$ cat src/rtl/sqse_div.sv
// Bit-serial restoring divider, one quotient bit per cycle.
// Uses no package items; instantiated twice by the expander top level.
module sqse_div #(
  parameter int W   = 42,
  parameter int Q_W = 14
) (
  input  logic           clk,
  input  logic           rst_n,
  input  logic           start,
  input  logic [W-1:0]   num,
  input  logic [W-1:0]   den,
  output logic [Q_W-1:0] quot,
  output logic           done
);

  localparam int CNT_W = (Q_W > 1) ? $clog2(Q_W) : 1;

  logic             busy_r;
  logic             done_r;
  logic [CNT_W-1:0] cnt_r;
  logic [W-1:0]     rem_r;
  logic [W-1:0]     dsh_r;
  logic [Q_W-1:0]   q_r;
  logic             ge;

  assign ge = (rem_r >= dsh_r);

  always_ff @(posedge clk) begin
    if (!rst_n) begin
      busy_r <= 1'b0;
      done_r <= 1'b0;
    end else begin
      done_r <= 1'b0;
      if (start) begin
        busy_r <= 1'b1;
        cnt_r  <= CNT_W'(Q_W - 1);
        rem_r  <= num;
        dsh_r  <= den << (Q_W - 1);
        q_r    <= '0;
      end else if (busy_r) begin
        if (ge) begin
          rem_r <= rem_r - dsh_r;
        end
        q_r   <= {q_r[Q_W-2:0], ge};
        dsh_r <= dsh_r >> 1;
        if (cnt_r == '0) begin
          busy_r <= 1'b0;
          done_r <= 1'b1;
        end else begin
          cnt_r <= cnt_r - 1'b1;
        end
      end
    end
  end

  assign quot = q_r;
  assign done = done_r;

endmodule

$ cat config.mk
export PLATFORM = sky130hd
export DESIGN_NAME = sqse_div
export DESIGN_NICKNAME = d
export VERILOG_FILES = /design/src/rtl/sqse_div.sv
export SDC_FILE = /design/constraint.sdc
export NUM_CORES = 1
export LEC_CHECK = 0
export ABC_AREA = 0
export BUFFER_PORTS_ARGS = -buffer_cell sky130_fd_sc_hd__buf_4
export CAP_MARGIN = 20
export CORE_UTILIZATION = 53
export CTS_BUF_LIST = sky130_fd_sc_hd__clkbuf_4 sky130_fd_sc_hd__clkbuf_8
export DETAILED_ROUTE_END_ITERATION = 8
export PLACE_DENSITY = 0.82
export SETUP_SLACK_MARGIN = 0.5
export SLEW_MARGIN = 20
export SYNTH_ARGS = -nofsm -noshare
export SYNTH_HDL_FRONTEND = slang
export SYNTH_SLANG_ARGS = --single-unit
$ cat constraint.sdc
create_clock -name clk -period 4.41 [get_ports clk]
set_input_delay 0.882 -clock clk [delete_from_list [all_inputs] [get_ports clk]]
set_output_delay 0.882 -clock clk [all_outputs]
set_load 0.01 [all_outputs]
==> reports/metrics.cfg, run 1 <==
[run_status]
status = finished, final reports clean

[route]
route.antenna.remaining_nets = 0
detail_route.first_pass.iterations = 5
initialDrtViolationCount = 484
routed_wirelength_um = 15710
drc = 0
detailroute.via_count = 5816
detail_route.wl_per_cell_um = 15.87
via_per_inst = 5.875

[run]
timing.max_cap.violations = 0

[logic_synthesis]
synthesis.yosys.warnings = 0
yosys_most_used_dff = sky130_fd_sc_hd__edfxtp_1
post_synth_num_cell_types = 66
yosysSeqAreaShare = 0.4481
syn-mean-instance-area_um2 = 9.257
synth_top_cell_area_share = 0.4424
synth.net_count = 879
cell_accounting_for_the_most_synthesized_area = sky130_fd_sc_hd__edfxtp_1
synth_area_um2 = 6924
synth_edf_count = 102
ys_top_cells_by_area = sky130_fd_sc_hd__edfxtp_1 (44%), sky130_fd_sc_hd__ha_1 (7.8%), sky130_fd_sc_hd__nand2_1 (5.6%)
async_flop_share = 0
synth.ff_latch_count = 104
syn-instance-count = 748

[sta]
worst_margin_slew_ns = 0.8353
final_max_slew_viol_count = 0
slew-limit-headroom = 0.4431
period_minus_slack_ns = 3.292
fin_skew_ns = 0.01281
layout_worst_path_cycle_share = 0.7465
unrepaired_setup_endpoints_after_global_routing = false
report.final.setup_viol = 0
max_clock_freq_mhz = 303.8
report.final.hold_viol_count = 0
finalSetupTns_ns = 0

[setup_path]
regToRegStartpoint = rem_r[0]
timing.rr.end = rem_r[6]
reg2regPathDepth = 12
timing.setup.critical_path_class = flop to flop
timing.critical_path.depth = 12
crit_path_frequent_cell = sky130_fd_sc_hd__o21ai_1
ff2ff_setup_slack_ns = 1.12
cp-start-kind = flop
critical-path-max-stage-delay_ns = 0.42
timing.critical_path.to = rem_r[6]
worst_setup_path_end_kind = flop
cp_max_fo = 23
path_buf_inv = 2
timing.critical_path.slowest_stage_cell = sky130_fd_sc_hd__fa_1
timing.critical_path.arrival_ns = 3.38
crit_path_cell_trace = inv_1 > ha_1 > fa_1 > nor2b_1 > o21ai_1 > a21oi_1 > o21ai_1 > a211oi_2 > nor3_1 > o21a_1 > a31oi_4 > buf_4
critPathLaunch = rem_r[0]
critical_path_required_ns = 4.49
cpLargestDelayFamily = compound AO/OA/AOI/OAI gates

[power_and_ir_drop]
power.static_leakage_nw = 3.281
report.power.total_mw = 2.631
power.share.switching = 0.3257
power.sequential.fraction = 0.461
p_int_mw = 1.774
share_comb_of_total_power = 0.302
vdd_ir_drop_max_uv = 186.3
power_density_nw_per_um2 = 333.0
power.clock.fraction = 0.237
net_load_switching_power_mw = 0.8568

[clock_network]
cts_tree = done
cts-buffers-inserted = 9
htree_levels = 3
cts.root.buffer_cell = sky130_fd_sc_hd__clkbuf_8
cts.sink_count = 104
post_cts_resized = 0
holdBufCountCts = 0
max-clock-path-buffers = 2
cts_post_setup_buffers_inserted = 0
insertion_delay_ns = 0.41
cts.reportedPaths.clkPinSlew_ns = 0.10

[cells_and_area]
insertedDiodeCount = 0
syn_to_final_growth_pct = 14.11
final_net_count = 944
finish.instance_area_um2 = 7901
layout-drive-gt1-share = 0.1516
fillCellCount = 1094

[die]
die_width_um = 116.3
count_of_boundary_i_o_pins = 102
rows = 41
design.core.area_um2 = 12670
die-area_um2 = 13530
die_h_um = 116.3
initial_core_util = 0.5465

[grt]
globalRouteOverflowTotal = 0
pin_count_of_the_biggest_net_entering_global_routing = 98
gr-usage-all-layers = 0.2406
grt_first_pass_wirelength_um = 25160
grt_pass1_vias = 5394
number_of_antenna_violations_at_the_first_check_in_global_routing = 0

[placement]
finalWeightedCongestion = 0.9144
total_of_buffers_placed_on_input_and_output_ports = 88
detailedPlacementHpwl_um = 11360
dpl_cell_area_um2 = 7705

[min_path]
min-delay-path-class = flop to flop

synthesized netlist by cell type, types with 6 or more instances:
library cell / instances
sky130_fd_sc_hd__nor2_1: 46
sky130_fd_sc_hd__inv_1: 57
sky130_fd_sc_hd__or3_1: 6
sky130_fd_sc_hd__o21bai_1: 7
sky130_fd_sc_hd__ha_1: 43
sky130_fd_sc_hd__xnor2_1: 16
sky130_fd_sc_hd__o21a_1: 9
sky130_fd_sc_hd__nor3_1: 21
sky130_fd_sc_hd__o211ai_1: 7
sky130_fd_sc_hd__clkbuf_1: 33
sky130_fd_sc_hd__a21oi_1: 42
sky130_fd_sc_hd__nand3_1: 12
sky130_fd_sc_hd__nand4_1: 13
sky130_fd_sc_hd__o31ai_1: 11
sky130_fd_sc_hd__nor2b_1: 22
sky130_fd_sc_hd__and2_1: 6
sky130_fd_sc_hd__a21o_1: 22
sky130_fd_sc_hd__nand2_1: 103
sky130_fd_sc_hd__o21ai_0: 75
sky130_fd_sc_hd__edfxtp_1: 102
sky130_fd_sc_hd__xor2_1: 8
how the worst min path moves through the flow:
stage	startpoint	cells after the start	to	slack, ns
2_1_floorplan	busy_r	1	done	0.45
5_1_grt	busy_r	1	done	0.51
4_1_cts	busy_r	1	done	0.50
6_report	busy_r	1	done	0.50
3_5_place_dp	busy_r	1	done	0.48
3_3_place_gp	busy_r	1	done	0.46
area by class of cell:
type	count	area (µm²)	share of cell area
tap	172	215.2	0.02724
sequential	104	3103	0.3927
clock buffer	9	123.9	0.01568
multi-input combinational	548	3475	0.4397
inverter	57	214.0	0.02708
timing repair buffer	93	698.2	0.08836
clock inverter	7	72.57	0.009184
power groups by stage:
stage          logic [mW]  registers (mW)  clock network (mW)
5_1_grt             0.876            1.22               0.661
3_3_place_gp        0.750            1.23                   0
2_1_floorplan       0.562            1.23                   0
3_5_place_dp        0.779            1.23                   0
6_report            0.794            1.21               0.624
4_1_cts             0.784            1.21               0.628
logic make-up (layout without fill, tap and decap cells):
kind of cell	Yosys count	after routing	share of synthesized area
simple gates	260	260	0.1834
buf+inv	96	166	0.05222
fa+ha+maj	44	44	0.08059
compound gates	219	219	0.2038
xor+xnor	24	24	0.03036
mux	1	1	0.001446
flops	104	104	0.4481
worst register-to-register path, stage by stage (launching register included):
cell,delay (ns)
sky130_fd_sc_hd__edfxtp_1,0.34
sky130_fd_sc_hd__inv_1,0.05
sky130_fd_sc_hd__ha_1,0.22
sky130_fd_sc_hd__fa_1,0.42
sky130_fd_sc_hd__nor2b_1,0.13
sky130_fd_sc_hd__o21ai_1,0.08
sky130_fd_sc_hd__a21oi_1,0.21
sky130_fd_sc_hd__o21ai_1,0.21
sky130_fd_sc_hd__a211oi_2,0.36
sky130_fd_sc_hd__nor3_1,0.17
sky130_fd_sc_hd__o21a_1,0.26
sky130_fd_sc_hd__a31oi_4,0.17
sky130_fd_sc_hd__buf_4,0.34
placed cells by master, fill, tap and decap left out, drive strengths merged, types with 8 or more instances in the layout:
master,n
a21o,22
a21oi,42
buf,93
clkbuf,9
edfxtp,102
ha,43
inv,57
nand2,103
nand3,12
nand4,13
nor2,46
nor2b,22
nor3,22
o21a,9
o21ai,78
o31ai,11
xnor2,16
xor2,8
metal layers:
layer	vias up	share of wire	GRT usage	routed length, µm
met1	2700	0.45	0.3360	7104
li1	2856	-	-	-
met3	23	0.074	0.04359	1165
met2	237	0.45	0.3673	7141
met5	-	0	0	0
met4	0	0.019	0.1043	296
sequential cells by signal (all words and copies together), names as in the netlist:
signal,count
dsh_r,42
done,1
rem_r,42
busy_r,1
cnt_r,4
quot,14
stage by stage:
step	hold WS, ns	std cells	util	worst slack, ns
after detailed placement	0.4795	974	0.6081	1.148
final	0.4961	990	0.6236	1.118
after global placement	0.4638	974	0.6081	1.249
after CTS	0.4956	990	0.6236	1.123
after floorplan	0.4470	748	-	0.5663
after global routing	0.5117	990	0.6236	0.9155
No activity file was read; power rests on OpenSTA's default activity.
==> run 2: changes to the inputs <==
- PLACE_DENSITY: 0.82 -> 0.79
- clock period: 4.41 -> 3.25 ns (I/O delays scaled with it)
==> reports/metrics.cfg, run 2 (synthesis results as in run 1) <==
[setup_path]
critical-path-max-stage-delay_ns = 0.37
timing.critical_path.slowest_stage_cell = sky130_fd_sc_hd__edfxtp_1
timing.critical_path.arrival_ns = 3.13
path_buf_inv = 3
timing.setup.critical_path_class = flop to flop
critical_path_required_ns = 3.37
cp_max_fo = 8
crit_path_cell_trace = inv_2 > ha_2 > fa_2 > nor2b_1 > o21ai_1 > a21oi_2 > o21ai_2 > a211oi_4 > nor3_2 > o21a_1 > a31oi_4 > buf_6 > clkbuf_16
cpLargestDelayFamily = compound AO/OA/AOI/OAI gates
worst_setup_path_end_kind = flop
cp-start-kind = flop

[grt]
pin_count_of_the_biggest_net_entering_global_routing = 48
grt_first_pass_wirelength_um = 27960
gr-usage-all-layers = 0.2693
grt_pass1_vias = 5735
globalRouteOverflowTotal = 0
number_of_antenna_violations_at_the_first_check_in_global_routing = 0

[placement]
dpl_cell_area_um2 = 7844
finalWeightedCongestion = 0.9065
total_of_buffers_placed_on_input_and_output_ports = 88
detailedPlacementHpwl_um = 12400
pre_cts_ws_ns = 0.1599
place_inst = 986

[route]
drc = 0
via_per_inst = 5.869
route.antenna.remaining_nets = 0
detail_route.wl_per_cell_um = 17.47
initialDrtViolationCount = 385
routed_wirelength_um = 17960
detail_route.first_pass.iterations = 4
detailroute.via_count = 6033

[sta]
unrepaired_setup_endpoints_after_global_routing = true
fin_hold_ws_ns = 0.4837
finalSetupTns_ns = 0
fin_skew_ns = 0.008688
final_max_slew_viol_count = 0
max_clock_freq_mhz = 331.8
post-route-worst-setup-slack_ns = 0.2366
period_minus_slack_ns = 3.013
layout_worst_path_cycle_share = 0.9272
report.final.hold_viol_count = 0
worst_margin_slew_ns = 0.6906
report.final.setup_viol = 0
slew-limit-headroom = 0.5396

[power_and_ir_drop]
share_comb_of_total_power = 0.337
power.sequential.fraction = 0.425
vdd_ir_drop_max_uv = 230.6
net_load_switching_power_mw = 1.265
power.share.switching = 0.3254
power_density_nw_per_um2 = 447.3
power.clock.fraction = 0.238
p_int_mw = 2.623
report.power.total_mw = 3.888
power.static_leakage_nw = 3.542

[cells_and_area]
fin_cells = 1028
final_net_count = 982
insertedDiodeCount = 0
mostFrequentLayoutCell = sky130_fd_sc_hd__buf_4
final_util = 0.6860
syn_to_final_growth_pct = 25.53
regArea_um2 = 3103
layout-drive-gt1-share = 0.2512
commonest_non_fill_non_tap_cells_in_the_layout = sky130_fd_sc_hd__buf_4 (118), sky130_fd_sc_hd__nand2_1 (102), sky130_fd_sc_hd__edfxtp_1 (102), sky130_fd_sc_hd__o21ai_0 (70), sky130_fd_sc_hd__inv_1 (52)
finish.instance_area_um2 = 8692
multi_input_comb_area_um2 = 3810
fillCellCount = 1014

[clock_network]
cts.root.buffer_cell = sky130_fd_sc_hd__clkbuf_8
cts.sink_count = 104
cts_tree = done
max-clock-path-buffers = 2
insertion_delay_ns = 0.39
htree_levels = 3
cts-buffers-inserted = 9
cts.reportedPaths.clkPinSlew_ns = 0.10

[min_path]
min-delay-path-class = flop to flop

[die]
design.core.area_um2 = 12670
count_of_boundary_i_o_pins = 102
rows = 41
initial_core_util = 0.5465
die_width_um = 116.3
die-area_um2 = 13530
die_h_um = 116.3

[run_status]
status = finished, final reports clean

[run]
timing.max_cap.violations = 0

==> run 2: cell count changes in the layout (fill, tap and decap cells not counted), moves of 5 or more <==
cell and change:
sky130_fd_sc_hd__o21ai_0 -5, sky130_fd_sc_hd__ha_1 -16, sky130_fd_sc_hd__buf_4 +25, sky130_fd_sc_hd__a21oi_2 +8
sky130_fd_sc_hd__ha_4 +6, sky130_fd_sc_hd__ha_2 +10, sky130_fd_sc_hd__buf_6 +5, sky130_fd_sc_hd__a21oi_1 -9
==> run 2: what timing repair did <==
action                     CTS  global route
cloned                       2             3
setup endpoints to repair   56            62
hold endpoints to repair     0             0
pin swaps                    5            19
buffers inserted            10            11
hold buffers                 0             0
resized for setup           29            48
==> run 2: area by class of cell <==
type,count,area share
inverters,57,0.02461
well taps,172,0.02476
multi-input cells,548,0.4383
clock inverters,7,0.01080
clock buffers,9,0.01425
repair buffers,131,0.1303
flip-flops and latches,104,0.3570
==> run 2: layer usage <==
metal | vias up | GRT usage | wire [µm]
met2 | 236 | 0.4564 | 8679
li1 | 2933 | - | -
met3 | 38 | 0.03425 | 1049
met5 | - | 0 | 0
met1 | 2826 | 0.3463 | 7682
met4 | 0 | 0.1171 | 546
==> run 2: path summary, 6_finish.rpt <==
check            from        end  slack (ns)  depth (start not counted)
min reg2reg    busy_r       done        0.48                          1
max reg2reg  rem_r[0]  rem_r[41]        0.24                         13
min            busy_r       done        0.48                          1
max          rem_r[0]  rem_r[41]        0.24                         13
==> run 2: power groups by stage <==
stage	Combinational (mW)	Clock [mW]	Sequential [mW]
after CTS	1.19	0.928	1.65
after global placement	1.07	0	1.67
final	1.31	0.927	1.65
after detailed placement	1.10	0	1.68
after global routing	1.43	0.977	1.66
after floorplan	0.772	0	1.67
==> run 2: worst register-to-register path: stages, from the launching register on <==
cell	delay, ns
sky130_fd_sc_hd__edfxtp_1	0.37
sky130_fd_sc_hd__inv_2	0.04
sky130_fd_sc_hd__ha_2	0.18
sky130_fd_sc_hd__fa_2	0.34
sky130_fd_sc_hd__nor2b_1	0.17
sky130_fd_sc_hd__o21ai_1	0.11
sky130_fd_sc_hd__a21oi_2	0.19
sky130_fd_sc_hd__o21ai_2	0.12
sky130_fd_sc_hd__a211oi_4	0.26
sky130_fd_sc_hd__nor3_2	0.08
sky130_fd_sc_hd__o21a_1	0.26
sky130_fd_sc_hd__a31oi_4	0.26
sky130_fd_sc_hd__buf_6	0.19
sky130_fd_sc_hd__clkbuf_16	0.17
==> run 3: changes to the inputs <==
- CORE_ASPECT_RATIO: unset -> 0.7
==> reports/metrics.cfg, run 3 (synthesis results as in run 1) <==
[grt]
grt_first_pass_wirelength_um = 29300
grt_pass1_vias = 5933
globalRouteOverflowTotal = 0
pin_count_of_the_biggest_net_entering_global_routing = 72
gr-usage-all-layers = 0.2735
number_of_antenna_violations_at_the_first_check_in_global_routing = 0

[route]
drc = 4
via_per_inst = 6.097
detail_route.first_pass.iterations = 7
detail_route.wl_per_cell_um = 18.63
detailroute.via_count = 6140
route.antenna.remaining_nets = 0
routed_wirelength_um = 18760
initialDrtViolationCount = 630

[die]
rows = 34
die-area_um2 = 13530
count_of_boundary_i_o_pins = 102
design.core.area_um2 = 12590
die_width_um = 138.6
initial_core_util = 0.5499
die_h_um = 97.63

[clock_network]
htree_levels = 3
cts-buffers-inserted = 9
cts.sink_count = 104
cts.reportedPaths.clkPinSlew_ns = 0.11
cts_tree = done
insertion_delay_ns = 0.38
cts.root.buffer_cell = sky130_fd_sc_hd__clkbuf_8
holdBufCountCts = 0
max-clock-path-buffers = 2

[sta]
fin_hold_ws_ns = 0.4869
layout_worst_path_cycle_share = 0.9198
report.final.hold_viol_count = 0
fin_skew_ns = 0.01154
finalSetupTns_ns = 0
final_max_slew_viol_count = 0
post-route-worst-setup-slack_ns = 0.2605
max_clock_freq_mhz = 334.5
report.final.setup_viol = 0
period_minus_slack_ns = 2.990
slew-limit-headroom = 0.5475
unrepaired_setup_endpoints_after_global_routing = true
worst_margin_slew_ns = 0.6777

[min_path]
hold_path_depth = 1
worst_hold_startpoint = busy_r
min-delay-path-class = flop to flop
worstHoldEndpoint = done

[placement]
dpl_cell_area_um2 = 7791
place_inst = 969
total_of_buffers_placed_on_input_and_output_ports = 88
detailedPlacementHpwl_um = 12830
finalWeightedCongestion = 0.9046
pre_cts_ws_ns = 0.2820

[run_status]
status = finished, violations left
violations = design-rule violations

[power_and_ir_drop]
vdd_ir_drop_max_uv = 254.9
share_comb_of_total_power = 0.342
p_int_mw = 2.567
power.static_leakage_nw = 3.474
power.share.switching = 0.3344
report.power.total_mw = 3.858
power.sequential.fraction = 0.428
power_density_nw_per_um2 = 449.8
net_load_switching_power_mw = 1.290
power.clock.fraction = 0.230

[cells_and_area]
fin_cells = 1007
syn_to_final_growth_pct = 23.87
fillCellCount = 993
final_net_count = 971
multi_input_comb_area_um2 = 3831
finish.instance_area_um2 = 8577
final_util = 0.6811
insertedDiodeCount = 0
commonest_non_fill_non_tap_cells_in_the_layout = sky130_fd_sc_hd__buf_4 (111), sky130_fd_sc_hd__nand2_1 (102), sky130_fd_sc_hd__edfxtp_1 (102), sky130_fd_sc_hd__o21ai_0 (71), sky130_fd_sc_hd__inv_1 (52)
regArea_um2 = 3103
mostFrequentLayoutCell = sky130_fd_sc_hd__buf_4
layout-drive-gt1-share = 0.2544

[setup_path]
regToRegStartpoint = rem_r[0]
timing.setup.critical_path_class = flop to flop
cp-start-kind = flop
cp_max_fo = 9
critical_path_required_ns = 3.35
ff2ff_setup_slack_ns = 0.26
worst_setup_path_end_kind = flop
timing.rr.end = rem_r[40]
timing.critical_path.arrival_ns = 3.09
reg2regPathDepth = 13

[run]
timing.max_cap.violations = 0

-- run 3: cell types whose count changed in the layout (fill, tap and decap cells not counted), sizes merged --
cell    delta
bufinv     -1
buf        -9
inv        +2
clkbuf     -1
clkinv     -2
-- run 3: how the worst max path moves through the flow --
stage	from	end	slack, ns	cells past startpoint
2_1_floorplan	dsh_r[0]	rem_r[0]	0.1	10
3_3_place_gp	dsh_r[22]	rem_r[33]	0.31	11
3_5_place_dp	rem_r[4]	rem_r[35]	0.28	9
4_1_cts	dsh_r[2]	rem_r[30]	0.36	11
5_1_grt	rem_r[0]	rem_r[40]	0.17	13
6_report	rem_r[0]	rem_r[40]	0.26	13
-- run 3: final cells by class --
cell class,count,share of cell area
Tap cell,162,0.02363
Timing Repair Buffer,120,0.1185
Clock buffer,10,0.01605
Clock inverter,6,0.008461
Inverter,57,0.02495
Multi-Input combinational cell,548,0.4467
Sequential cell,104,0.3618
-- run 3: metal layers --
metal | up-vias | global-route usage | wire, µm
li1 | 2906 | - | -
met2 | 270 | 0.4139 | 8123
met5 | - | 0 | 0
met1 | 2936 | 0.3997 | 8860
met4 | 0 | 0.06068 | 245
met3 | 28 | 0.06161 | 1530
-- run 3: timing repair --
action,CTS,global route
pin swaps,5,16
gates resized for setup,31,50
setup buffers,13,6
gates cloned,2,1
endpoints found under the setup margin,58,63
-- run 3: critical path, cell delays in order, from the launching register on --
cell,delay (ns)
sky130_fd_sc_hd__edfxtp_1,0.36
sky130_fd_sc_hd__inv_1,0.05
sky130_fd_sc_hd__ha_2,0.19
sky130_fd_sc_hd__fa_2,0.35
sky130_fd_sc_hd__nor2b_2,0.13
sky130_fd_sc_hd__o21ai_2,0.10
sky130_fd_sc_hd__a21oi_4,0.21
sky130_fd_sc_hd__o21ai_4,0.11
sky130_fd_sc_hd__a211oi_4,0.31
sky130_fd_sc_hd__nor3_2,0.07
sky130_fd_sc_hd__o21a_1,0.25
sky130_fd_sc_hd__a31oi_4,0.20
sky130_fd_sc_hd__buf_4,0.19
sky130_fd_sc_hd__clkbuf_16,0.18
-- run 3: power groups by stage --
stage               Sequential [mW]  Combinational, mW  Clock (mW)
finish                         1.65               1.32       0.887
CTS                            1.65               1.19       0.898
detailed placement             1.68               1.10           0
floorplan                      1.67              0.772           0
global placement               1.67               1.06           0
global route                   1.66               1.43       0.939
